==> config.mk <==
export PLATFORM = sky130hd
export DESIGN_NAME = frame_slot_ring_tracker_top
export DESIGN_NICKNAME = d
export VERILOG_FILES = /design/src/hdl/fsrt_pkg.sv /design/src/hdl/frame_slot_ring_tracker_top.sv /design/src/hdl/fsrt_tag_store.sv
export VERILOG_INCLUDE_DIRS = /design/src /design/src/hdl
export SDC_FILE = /design/constraint.sdc
export NUM_CORES = 1
export LEC_CHECK = 0
export ABC_CLOCK_PERIOD_IN_PS = 2700
export CAP_MARGIN = 20
export CORE_ASPECT_RATIO = 1.1
export CORE_UTILIZATION = 45
export CTS_CLUSTER_DIAMETER = 60
export DETAILED_ROUTE_END_ITERATION = 8
export DONT_BUFFER_PORTS = 1
export PLACE_DENSITY_LB_ADDON = 0.1
export SKIP_CTS_REPAIR_TIMING = 1
export SYNTH_ARGS = -nofsm -noshare
export SYNTH_HDL_FRONTEND = slang
export SYNTH_SLANG_ARGS = --single-unit
==> constraint.sdc <==
create_clock -name clk -period 2.7 [get_ports clk]
set_clock_uncertainty 0.05 [all_clocks]
set_input_delay 0.54 -clock clk [delete_from_list [all_inputs] [get_ports clk]]
set_output_delay 0.54 -clock clk [all_outputs]
set_load 0.02 [all_outputs]
==> src/hdl/frame_slot_ring_tracker_top_macros.svh <==
// Assertion macros shared by the frame slot ring tracker modules.
`ifndef FRAME_SLOT_RING_TRACKER_TOP_MACROS_SVH
`define FRAME_SLOT_RING_TRACKER_TOP_MACROS_SVH
`ifndef NO_ASSERTIONS
`define FSRT_ASSERT_NOW(label, clk, rst_n, ante, cons) \
	label: assert property (@(posedge clk) disable iff (!rst_n) (ante) |-> (cons)) \
		else $error("fsrt assertion failed");
`define FSRT_ASSERT_NEXT(label, clk, rst_n, ante, cons) \
	label: assert property (@(posedge clk) disable iff (!rst_n) (ante) |=> (cons)) \
		else $error("fsrt assertion failed");
`else
`define FSRT_ASSERT_NOW(label, clk, rst_n, ante, cons)
`define FSRT_ASSERT_NEXT(label, clk, rst_n, ante, cons)
`endif
`endif

==> src/hdl/fsrt_pkg.sv <==
// Types and constants of the frame slot ring tracker.
package fsrt_pkg;

	localparam int SLOTS_DEF = 8;
	localparam int DIM_W     = 13;
	localparam int STATUS_W  = 2;
	localparam int SLOT_W    = 3;
	localparam int HELD_W    = 4;
	localparam int CFG_IDX_W = 1;

	localparam logic [CFG_IDX_W-1:0] CFG_NATIVE_HEIGHT = 1'd0;
	localparam logic [CFG_IDX_W-1:0] CFG_NATIVE_WIDTH  = 1'd1;

	localparam logic [DIM_W-1:0] NATIVE_HEIGHT_RST = 13'd1080;
	localparam logic [DIM_W-1:0] NATIVE_WIDTH_RST  = 13'd1920;

	localparam logic CMD_PUSH = 1'b0;
	localparam logic CMD_READ = 1'b1;

	localparam logic [STATUS_W-1:0] ST_PUSH = 2'd0;
	localparam logic [STATUS_W-1:0] ST_READ = 2'd1;
	localparam logic [STATUS_W-1:0] ST_NONE = 2'd2;

	typedef struct packed {
		logic set;
		logic clear;
		logic rot;
	} fsrt_op_t;

endpackage

==> src/hdl/frame_slot_ring_tracker_top.sv <==
// Frame slot ring tracker: push and read requests over a ring of tagged frame slots.
// A push goes from acceptance to result by capturing the request, using the shared
// dimension comparator on the height, then on the width (tagging the slot on the width
// step), and loading the output register. A read steps one slot per cycle through the
// shared slot incrementer, over the distance k (1 to SLOTS) from the last read slot to
// the next held one; a read with nothing held goes straight to loading its result.
// A new request is taken as soon as the previous result sits in the output register; while
// that register still holds an unaccepted result, the next result waits and input stalls.
`include "frame_slot_ring_tracker_top_macros.svh"
module frame_slot_ring_tracker_top
	import fsrt_pkg::*;
#(
	parameter int SLOTS = SLOTS_DEF
) (
	input  logic                 clk,
	input  logic                 arst_n,
	input  logic                 cfg_we,
	input  logic [CFG_IDX_W-1:0] cfg_index,
	input  logic [DIM_W-1:0]     cfg_data,
	input  logic                 in_valid,
	output logic                 in_ready,
	input  logic                 command,
	input  logic [DIM_W-1:0]     frame_height,
	input  logic [DIM_W-1:0]     frame_width,
	output logic                 out_valid,
	input  logic                 out_ready,
	output logic [STATUS_W-1:0]  status,
	output logic [SLOT_W-1:0]    slot,
	output logic                 rotated,
	output logic [HELD_W-1:0]    frames_held
);

	localparam int SW = $clog2(SLOTS);
	localparam int CW = $clog2(SLOTS + 1);

	typedef enum logic [2:0] {
		S_IDLE,
		S_CMP_H,
		S_CMP_W,
		S_SEARCH,
		S_RESP
	} state_t;

	state_t              state_q;
	logic [DIM_W-1:0]    native_height_q;
	logic [DIM_W-1:0]    native_width_q;
	logic [DIM_W-1:0]    h_q;
	logic [DIM_W-1:0]    w_q;
	logic                eq_q;
	logic [SW-1:0]       wr_slot_q;
	logic [SW-1:0]       rd_slot_q;
	logic [SW-1:0]       ptr_q;
	logic [STATUS_W-1:0] res_status_q;
	logic [SW-1:0]       res_slot_q;
	logic                res_rot_q;
	logic                out_valid_q;
	logic [STATUS_W-1:0] status_q;
	logic [SLOT_W-1:0]   slot_q;
	logic                rotated_q;
	logic [HELD_W-1:0]   frames_held_q;

	logic [DIM_W-1:0]       eq_a;
	logic [DIM_W-1:0]       eq_b;
	logic                   dim_eq;
	logic [SW-1:0]          inc_in;
	logic [SW-1:0]          inc_out;
	logic [SW-1:0]          idx;
	fsrt_op_t               op;
	logic                   hit;
	logic                   rot_rd;
	logic [CW-1:0]          held_cnt;
	logic                   can_out;
	logic [SLOT_W+SW-1:0]   slot_ext;
	logic [HELD_W+CW-1:0]   held_ext;

	fsrt_tag_store #(
		.SLOTS(SLOTS)
	) u_store (
		.clk    (clk),
		.arst_n (arst_n),
		.idx    (idx),
		.op     (op),
		.hit    (hit),
		.rot_rd (rot_rd),
		.count  (held_cnt)
	);

	assign in_ready    = (state_q == S_IDLE);
	assign out_valid   = out_valid_q;
	assign status      = status_q;
	assign slot        = slot_q;
	assign rotated     = rotated_q;
	assign frames_held = frames_held_q;
	assign can_out     = !out_valid_q || out_ready;
	assign slot_ext    = {{SLOT_W{1'b0}}, res_slot_q};
	assign held_ext    = {{HELD_W{1'b0}}, held_cnt};

	always_comb begin
		eq_a   = (state_q == S_CMP_H) ? h_q : w_q;
		eq_b   = (state_q == S_CMP_H) ? native_height_q : native_width_q;
		dim_eq = (eq_a == eq_b);

		case (state_q)
			S_IDLE:  inc_in = rd_slot_q;
			S_CMP_W: inc_in = wr_slot_q;
			default: inc_in = ptr_q;
		endcase
		inc_out = (inc_in == SW'(SLOTS - 1)) ? '0 : inc_in + SW'(1);

		idx = (state_q == S_CMP_W) ? wr_slot_q : ptr_q;
		op.set   = (state_q == S_CMP_W);
		op.rot   = !(eq_q && dim_eq);
		op.clear = (state_q == S_SEARCH) && hit;
	end

	always_ff @(posedge clk or negedge arst_n) begin
		if (!arst_n) begin
			native_height_q <= NATIVE_HEIGHT_RST;
			native_width_q  <= NATIVE_WIDTH_RST;
		end else if (cfg_we) begin
			unique case (cfg_index)
				CFG_NATIVE_HEIGHT: native_height_q <= cfg_data;
				CFG_NATIVE_WIDTH:  native_width_q  <= cfg_data;
			endcase
		end
	end

	always_ff @(posedge clk or negedge arst_n) begin
		if (!arst_n) begin
			state_q       <= S_IDLE;
			h_q           <= '0;
			w_q           <= '0;
			eq_q          <= 1'b0;
			wr_slot_q     <= '0;
			rd_slot_q     <= '0;
			ptr_q         <= '0;
			res_status_q  <= ST_PUSH;
			res_slot_q    <= '0;
			res_rot_q     <= 1'b0;
			out_valid_q   <= 1'b0;
			status_q      <= ST_PUSH;
			slot_q        <= '0;
			rotated_q     <= 1'b0;
			frames_held_q <= '0;
		end else begin
			if (out_valid_q && out_ready && state_q != S_RESP)
				out_valid_q <= 1'b0;
			unique case (state_q)
				S_IDLE: begin
					if (in_valid) begin
						h_q <= frame_height;
						w_q <= frame_width;
						if (command == CMD_PUSH) begin
							state_q <= S_CMP_H;
						end else if (held_cnt == '0) begin
							res_status_q <= ST_NONE;
							res_slot_q   <= '0;
							res_rot_q    <= 1'b0;
							state_q      <= S_RESP;
						end else begin
							ptr_q   <= inc_out;
							state_q <= S_SEARCH;
						end
					end
				end
				S_CMP_H: begin
					eq_q    <= dim_eq;
					state_q <= S_CMP_W;
				end
				S_CMP_W: begin
					res_status_q <= ST_PUSH;
					res_slot_q   <= wr_slot_q;
					res_rot_q    <= op.rot;
					wr_slot_q    <= inc_out;
					state_q      <= S_RESP;
				end
				S_SEARCH: begin
					if (hit) begin
						res_status_q <= ST_READ;
						res_slot_q   <= ptr_q;
						rd_slot_q    <= ptr_q;
						state_q      <= S_RESP;
					end else begin
						ptr_q <= inc_out;
					end
				end
				S_RESP: begin
					if (can_out) begin
						out_valid_q   <= 1'b1;
						status_q      <= res_status_q;
						slot_q        <= slot_ext[SLOT_W-1:0];
						rotated_q     <= (res_status_q == ST_READ) ? rot_rd : res_rot_q;
						frames_held_q <= held_ext[HELD_W-1:0];
						state_q       <= S_IDLE;
					end
				end
				default: state_q <= S_IDLE;
			endcase
		end
	end

	`FSRT_ASSERT_NOW(a_search_has_frame, clk, arst_n, state_q == S_SEARCH, held_cnt != '0)
	`FSRT_ASSERT_NEXT(a_accept_leaves_idle, clk, arst_n, in_valid && in_ready, state_q != S_IDLE)
	`FSRT_ASSERT_NOW(a_push_result_held, clk, arst_n, state_q == S_RESP && res_status_q == ST_PUSH, held_cnt != '0)

endmodule

==> src/hdl/fsrt_tag_store.sv <==
// Slot tag store: held flags, orientation memory and held-frame count.
`include "frame_slot_ring_tracker_top_macros.svh"
module fsrt_tag_store
	import fsrt_pkg::*;
#(
	parameter int SLOTS = SLOTS_DEF,
	localparam int SW = $clog2(SLOTS),
	localparam int CW = $clog2(SLOTS + 1)
) (
	input  logic          clk,
	input  logic          arst_n,
	input  logic [SW-1:0] idx,
	input  fsrt_op_t      op,
	output logic          hit,
	output logic          rot_rd,
	output logic [CW-1:0] count
);

	logic [SLOTS-1:0] held_q;
	logic [CW-1:0]    count_q;
	logic             rot_mem [SLOTS];
	logic             rot_rd_q;

	assign hit    = held_q[idx];
	assign rot_rd = rot_rd_q;
	assign count  = count_q;

	always_ff @(posedge clk or negedge arst_n) begin
		if (!arst_n) begin
			held_q  <= '0;
			count_q <= '0;
		end else if (op.set) begin
			held_q[idx] <= 1'b1;
			if (!held_q[idx])
				count_q <= count_q + CW'(1);
		end else if (op.clear) begin
			held_q[idx] <= 1'b0;
			if (held_q[idx])
				count_q <= count_q - CW'(1);
		end
	end

	always_ff @(posedge clk) begin
		if (op.set)
			rot_mem[idx] <= op.rot;
		rot_rd_q <= rot_mem[idx];
	end

	`FSRT_ASSERT_NOW(a_count_matches, clk, arst_n, 1'b1, count_q == CW'($countones(held_q)))
	`FSRT_ASSERT_NOW(a_op_exclusive, clk, arst_n, 1'b1, !(op.set && op.clear))
	`FSRT_ASSERT_NEXT(a_clear_drops, clk, arst_n, op.clear && hit, count_q == $past(count_q) - CW'(1))

endmodule

After elaboration in Yosys (flattened, before gate mapping)
Memories as Yosys holds them, arrays and structs flattened. A register that Yosys moved wholly into a read port is not among the register bits.
Cells that the tools add are included.

cells by class
  $add $sub $neg = 3
  $lt $le $gt $ge = 2
  equality and inequality tests = 16
  muxes and demuxes = 46
  bitwise gates (word level) = 4
  reduce and logical (&&, ||, !) cells = 25

operators with widths
  kind                                            number
  two-way mux 3 bit                               15
  two-way mux 13 bit                              2
  two-way mux 4 bit                               4
  two-way mux 8 bit                               2
  one-hot mux 3 bit (5 select lines)              1
  == test 13 bit                                  1
  inequality test 2 bit (second input constant)   6
  one-hot mux 3 bit (2 select lines)              2
  two-way mux 1 bit                               11
  AND reduction 2 bit                             5
  AND reduction 5 bit                             2
  one-hot mux 3 bit (3 select lines)              1
  bitwise AND 8 bit                               1
  two-way mux 2 bit                               4
  NOT 8 bit                                       1
  bitwise OR 8 bit                                1
  nonzero test 2 bit                              4
  == test 3 x 2 -> 1 bit (second input constant)  2
  == test 3 bit (second input constant)           2
  one-hot mux 2 bit (3 select lines)              1
  AND reduction 3 bit                             2
  logical AND 1 bit                               5
  adder 4 x 1 -> 4 bit (second input constant)    1
  logical NOT 4 bit                               1
  17 further kinds                                19

word-level totals
  register bits = 94
  RAM bits = 8
  logic and storage cells = 116
  memories = 1

memories
  name             words  bits a word  read ports  clocked after memory_dff  write ports  line                  source
  u_store.rot_mem  8      1            1           1                         1            fsrt_tag_store.sv:21  logic rot_mem [SLOTS];

Logic depth before layout (Yosys ltp)
  word-level depth = 10
  mapped depth = 12
  gate-level depth less buffers = 10

Cells and area by module
Synthesis repeated with hierarchy kept, for this count alone.

unflattened totals
  cells, all modules = 386
  area total of the unflattened synthesis = 4867.2 µm²

modules (own cells, without submodules)
  module                       times used  cells each  area each (µm²)  seq. area each (µm²)
  frame_slot_ring_tracker_top  1           277         3727.3           2062.0
  fsrt_tag_store               1           109         1139.8           560.5

Worst setup path before layout
OpenSTA, ideal clock, no wires.

  path kind = register to register
  from = reg state_q[2]
  to = reg u_store.count_q[1], in the netlist u_store.count[1]
  setup time = 0.128 ns
  data arrival time = 2.403 ns
  required time = 2.522 ns
  setup slack = 0.120 ns
  stages on the path, launching flop included = 13
  path through = dfrtp_1 -> buf_2 -> clkinv_2 -> nand2_4 -> nor2_4 -> inv_2 -> mux2i_1 -> buf_4 -> mux2i_1 -> a221oi_2 -> nor2_2 -> mux2i_2 -> mux2_1

between the ends
  cells in the longest elaborated chain, start to end = 7
  elaborated cells between the ends (all ways) = 11

ends and longest elaborated chain
  item                                     line                                                                    source
  start: declaration                       frame_slot_ring_tracker_top.sv:44                                       state_t state_q;
  start signal: assignment                 frame_slot_ring_tracker_top.sv:130                                      state_q <= S_IDLE;
  start signal: assignment                 frame_slot_ring_tracker_top.sv:154                                      state_q <= S_CMP_H;
  start signal: assignment                 frame_slot_ring_tracker_top.sv:159                                      state_q <= S_RESP;
  == test 3 x 2 -> 1 bit                   frame_slot_ring_tracker_top.sv:110, frame_slot_ring_tracker_top.sv:111
  two-way mux 3 bit                        frame_slot_ring_tracker_top.sv:110                                      idx = (state_q == S_CMP_W) ? wr_slot_q : ptr_q;
  binary-select mux 1 bit (select 3 bit)   fsrt_tag_store.sv:24, fsrt_tag_store.sv:34, fsrt_tag_store.sv:38
  two-way mux 1 bit (implied by the code)  fsrt_tag_store.sv:24, fsrt_tag_store.sv:34, fsrt_tag_store.sv:38
  logical AND 1 bit                        frame_slot_ring_tracker_top.sv:113                                      op.clear = (state_q == S_SEARCH) && hit;
  nonzero test 2 bit (no line)             -
  AND reduction 3 bit (no line)            -
  end signal: assignment                   fsrt_tag_store.sv:35                                                    count_q <= count_q + CW'(1);
  end signal: assignment                   fsrt_tag_store.sv:39                                                    count_q <= count_q - CW'(1);
  end: declaration                         fsrt_tag_store.sv:20                                                    logic [CW-1:0] count_q;

Several ways; a longest one is shown, not always the timed one. The select of a mux whose other input is x is not followed.
A chain may end at the register's enable or synchronous reset.

Final worst setup path
  from = reg state_q[0]
  to = reg ptr_q[2]

between the ends
  cells in the longest elaborated chain, start to end = 8
  elaborated cells between the ends (all ways) = 21

ends and longest elaborated chain
  item                                                         line                                                                                                        source
  == test 3 x 2 -> 1 bit or logical NOT 3 bit (tied branches)  frame_slot_ring_tracker_top.sv:103, frame_slot_ring_tracker_top.sv:110, frame_slot_ring_tracker_top.sv:148
  one-hot mux 3 bit (2 select lines)                           frame_slot_ring_tracker_top.sv:103                                                                          case (state_q)
  adder 3 x 1 -> 3 bit or == test 3 bit (tied branches)        frame_slot_ring_tracker_top.sv:108                                                                          inc_out = (inc_in == SW'(SLOTS - 1)) ? '0 : inc_in + SW'(1);
  two-way mux 3 bit                                            frame_slot_ring_tracker_top.sv:108
  two-way mux 3 bit                                            frame_slot_ring_tracker_top.sv:155                                                                          end else if (held_cnt == '0) begin
  two-way mux 3 bit                                            frame_slot_ring_tracker_top.sv:153                                                                          if (command == CMD_PUSH) begin
  two-way mux 3 bit                                            frame_slot_ring_tracker_top.sv:150                                                                          if (in_valid) begin
  one-hot mux 3 bit (2 select lines)                           frame_slot_ring_tracker_top.sv:148                                                                          unique case (state_q)
  end signal: assignment                                       frame_slot_ring_tracker_top.sv:161                                                                          ptr_q <= inc_out;
  end signal: assignment                                       frame_slot_ring_tracker_top.sv:184                                                                          ptr_q <= inc_out;
  end: declaration                                             frame_slot_ring_tracker_top.sv:52                                                                           logic [SW-1:0] ptr_q;

Several ways; a longest one is shown, not always the timed one. The select of a mux whose other input is x is not followed.

==> results_dict.tcl <==
set metrics [dict create \
    clock_latency_ns 0.36 \
    synth_enable_flop_cells 8 \
    die_x_extent_um 99.5 \
    timing.fmax_ghz 0.385 \
    antenna_found_initial 0 \
    cpPeakStageDelay_ns 0.50 \
    yosysSeqAreaShare_pct 55.7 \
    detail_route.first_pass.iterations 4 \
    core_area_mm2 0.0100 \
    fraction_of_final_layout_cells_sized_beyond_drive_strength_1_pct 31.3 \
    powerDensity_mw_per_mm2 1110 \
    synth.avg_cell_area_um2 12.6 \
    hold-worst-slack_ns -0.190 \
    detailedRoute.firstIterationViolations 68 \
    h-tree-depth 3 \
    ys_async_sr_fraction_pct 91.3 \
    drcViolationCount 0 \
    worst-path-max-fanout 10 \
    postSynthRegisterBits 103 \
    grt_pass1_wl_mm 15.0 \
    preCtsSetupSlack_ns 0.0351 \
    timing.critical_path.cells "nor2_4, inv_4, mux2i_1, buf_4, nand2b_1, a221oi_2, nor2_4, a31oi_4, mux2_2" \
    worst_case_clock_buffer_depth 2 \
    layout_setup_ws_ns 0.103 \
    area_of_the_die_mm2 0.0109 \
    floorplan.rows 38 \
    final_core_utilization_pct 51.9 \
    detail_route.vias_per_cell 5.17 \
    setup.worst_path.class "flop to flop" \
    transition_at_the_pin_with_the_smallest_max_transition_slack_ns 0.614 \
    finalNetCount 442 \
    grt_pass1_vias 3057 \
    worstSetupEndpointType "flop" \
    final_period_minus_worst_setup_slack_ns 2.60 \
    vias 2772 \
    starting_density_of_the_core_pct 46.9 \
    worst_r2r_endpoint "ptr_q[2]" \
    total_non_filler_cell_area_in_the_finished_layout_mm2 0.00520 \
    final_hold_viol_count 87 \
    worst_ep_required_time_ns 2.90 \
    grt.overflow.total 0 \
    grt_start_max_net_pins 95 \
    synth_area_mm2 0.00470 \
    total_leakage_power_uw 0.00219 \
    num_antenna_cells 0 \
    yosys-top-cells-area "sky130_fd_sc_hd__dfrtp_1, sky130_fd_sc_hd__mux2_2, sky130_fd_sc_hd__edfxtp_1" \
    place.port_buffers 0 \
    clock_sink_count 103 \
    total_power_of_the_final_layout_uw 5800 \
    synth.lib_cells_used.distinct 50 \
    grt_setup_unrepaired "true" \
    cts_tree "built" \
    relative_max_transition_margin_pct 59.0 \
    layout_worst_path_cycle_share_pct 96.2 \
    floorplan.io_pins 58 \
    yosysTopAreaCell "sky130_fd_sc_hd__dfrtp_1" \
    regToRegSetupSlack_ns 0.10 \
    report.final.slew_viol_count 0 \
    drt-total-wl_mm 8.79 \
    synthFlopType "sky130_fd_sc_hd__dfrtp_1" \
    yosys_warnings 0 \
    irDropWorstVdd_uv 373 \
    cp_common_cell "sky130_fd_sc_hd__nor2_4" \
    cts_root_buffer "sky130_fd_sc_hd__clkbuf_8" \
    hold_class "input port to async pin" \
    placed_cell_area_mm2 0.00494 \
    post_drt_wl_per_cell_um 16.4 \
    die_h_um 109 \
    violations "negative hold slack" \
    max_cap_viol_count 0 \
    synthesized_instance_count 374 \
    dp_hpwl_mm 6.43 \
    clk_pin_slew_ns 0.10 \
    critPathSlowestCell "sky130_fd_sc_hd__dfrtp_1" \
    setup_viol 0 \
    rr_worst_depth 9 \
    synth_largest_type_area_fraction_pct 45.7 \
    wp_data_arrival_ns 2.80 \
    worst_setup_path_start_kind "flop" \
    setup_total_negative_slack_ns 0 \
    cts_buffers 9 \
    place_congestion 0.773 \
    globalRouteTotalUtil_pct 18.1 \
    outcome "finished, violations left" \
    reg2reg_from "state_q[0]" \
    synthesis.nets 425 \
    postRouteAntennaNets 0 \
    area_growth_syn_to_layout_pct 10.6 \
]
==> kinds of logic (layout without fill, tap and decap cells) <==
family | Yosys count | count (layout) | synth area share, %
AO/OA/AOI/OAI | 42 | 42 | 6.06
multiplexers | 86 | 86 | 20.3
XOR/XNOR | 29 | 29 | 5.40
adder cells (fa/ha/maj) | 5 | 5 | 1.49
AND/OR/NAND/NOR | 91 | 91 | 9.39
flip-flops | 103 | 103 | 55.7
buffers and inverters | 18 | 40 | 1.62
==> cell usage in the layout (no fill, tap or decap), types with 3 or more instances in the layout <==
cell                        n
sky130_fd_sc_hd__dfrtp_1   86
sky130_fd_sc_hd__mux2_2    68
sky130_fd_sc_hd__nand2_1   33
sky130_fd_sc_hd__buf_4     19
sky130_fd_sc_hd__o21ai_0   18
sky130_fd_sc_hd__xor2_1    17
sky130_fd_sc_hd__nor2_1    14
sky130_fd_sc_hd__xnor2_1   12
sky130_fd_sc_hd__mux2i_1   11
sky130_fd_sc_hd__clkbuf_8  10
sky130_fd_sc_hd__nand2b_1   9
sky130_fd_sc_hd__nand3_1    8
sky130_fd_sc_hd__dfstp_2    8
sky130_fd_sc_hd__edfxtp_1   8
sky130_fd_sc_hd__nor3_1     7
sky130_fd_sc_hd__a21oi_1    5
sky130_fd_sc_hd__nor4_1     4
sky130_fd_sc_hd__a21o_1     4
sky130_fd_sc_hd__mux2_1     4
sky130_fd_sc_hd__nor2b_1    4
sky130_fd_sc_hd__ha_1       4
sky130_fd_sc_hd__inv_1      3
sky130_fd_sc_hd__o31ai_1    3
==> worst max-delay path by stage <==
stage | startpoint | end | slack (ns) | cells after the start
2_1_floorplan | state_q[2] | u_store.count[1] | 0.12 | 12
3_3_place_gp | state_q[2] | u_store.count[1] | 0.17 | 11
3_5_place_dp | state_q[2] | u_store.count[2] | 0.04 | 11
4_1_cts | state_q[2] | u_store.count[1] | 0.03 | 11
5_1_grt | state_q[2] | flop | -0.06 | 13
6_report | state_q[0] | ptr_q[2] | 0.10 | 9
==> state kept, by name, indices dropped and copies added (netlist names), named ones only <==
name and count:
res_rot_q 1, native_width_q 13, ptr_q 3, res_slot_q 3, wr_slot_q 3, rotated 1, u_store.rot_mem 8, u_store.count 4
slot 3, frames_held 4, h_q 13, eq_q 1, out_valid 1, rd_slot_q 3, state_q 3, res_status_q 2
status 2, native_height_q 13, w_q 13, u_store.rot_rd 1
==> cell usage after synthesis (5+ instances only) <==
cell type / number
sky130_fd_sc_hd__nand3_1: 8
sky130_fd_sc_hd__mux2i_1: 13
sky130_fd_sc_hd__a21oi_1: 5
sky130_fd_sc_hd__nand2_1: 33
sky130_fd_sc_hd__o21ai_0: 18
sky130_fd_sc_hd__xnor2_1: 12
sky130_fd_sc_hd__mux2_2: 68
sky130_fd_sc_hd__dfrtp_1: 86
sky130_fd_sc_hd__nor3_1: 7
sky130_fd_sc_hd__nor2_1: 15
sky130_fd_sc_hd__nand2b_1: 9
sky130_fd_sc_hd__clkbuf_1: 5
sky130_fd_sc_hd__xor2_1: 17
sky130_fd_sc_hd__dfstp_2: 8
sky130_fd_sc_hd__edfxtp_1: 8
==> metrics by stage <==
| step | std cells | hold slack (ns) |
|---|---|---|
| floorplan | 374 | 0.194 |
| global placement | 517 | 0.196 |
| detailed placement | 517 | 0.196 |
| CTS | 533 | -0.213 |
| global route | 536 | -0.231 |
| finish | 536 | -0.190 |
==> where the power goes <==
part | internal, µW | switching (µW) | leakage [µW]
sequential | 2120 | 530 | 0.00121
clock | 370 | 535 | 0.0000880
combinational | 1160 | 1070 | 0.000893
total | 3660 | 2140 | 0.00219
==> area by class of cell <==
type	count	area, µm²
Multi-Input combinational cell	253	2060
Clock buffer	11	141
Tap cell	140	175
Timing Repair Buffer	19	143
Clock inverter	5	41.3
Sequential cell	103	2620
Inverter	5	22.5
Fill cell	878	4830
==> critical path: cells and delay by family (launching register included) <==
kind	cells	cell delay [ns]
simple gates	3	0.49
mux	2	0.46
compound gates	2	0.74
flops	1	0.50
buf+inv	2	0.24
==> per-layer routing <==
layer | track usage (%) | vias up | wire length (µm)
met5 | 0 | - | 0
met4 | 5.04 | 0 | 119
met3 | 5.51 | 10 | 412
met2 | 31.7 | 47 | 4360
met1 | 21.6 | 1367 | 3890
li1 | - | 1348 | -
Note: power is estimated with default switching activity, not from simulation.
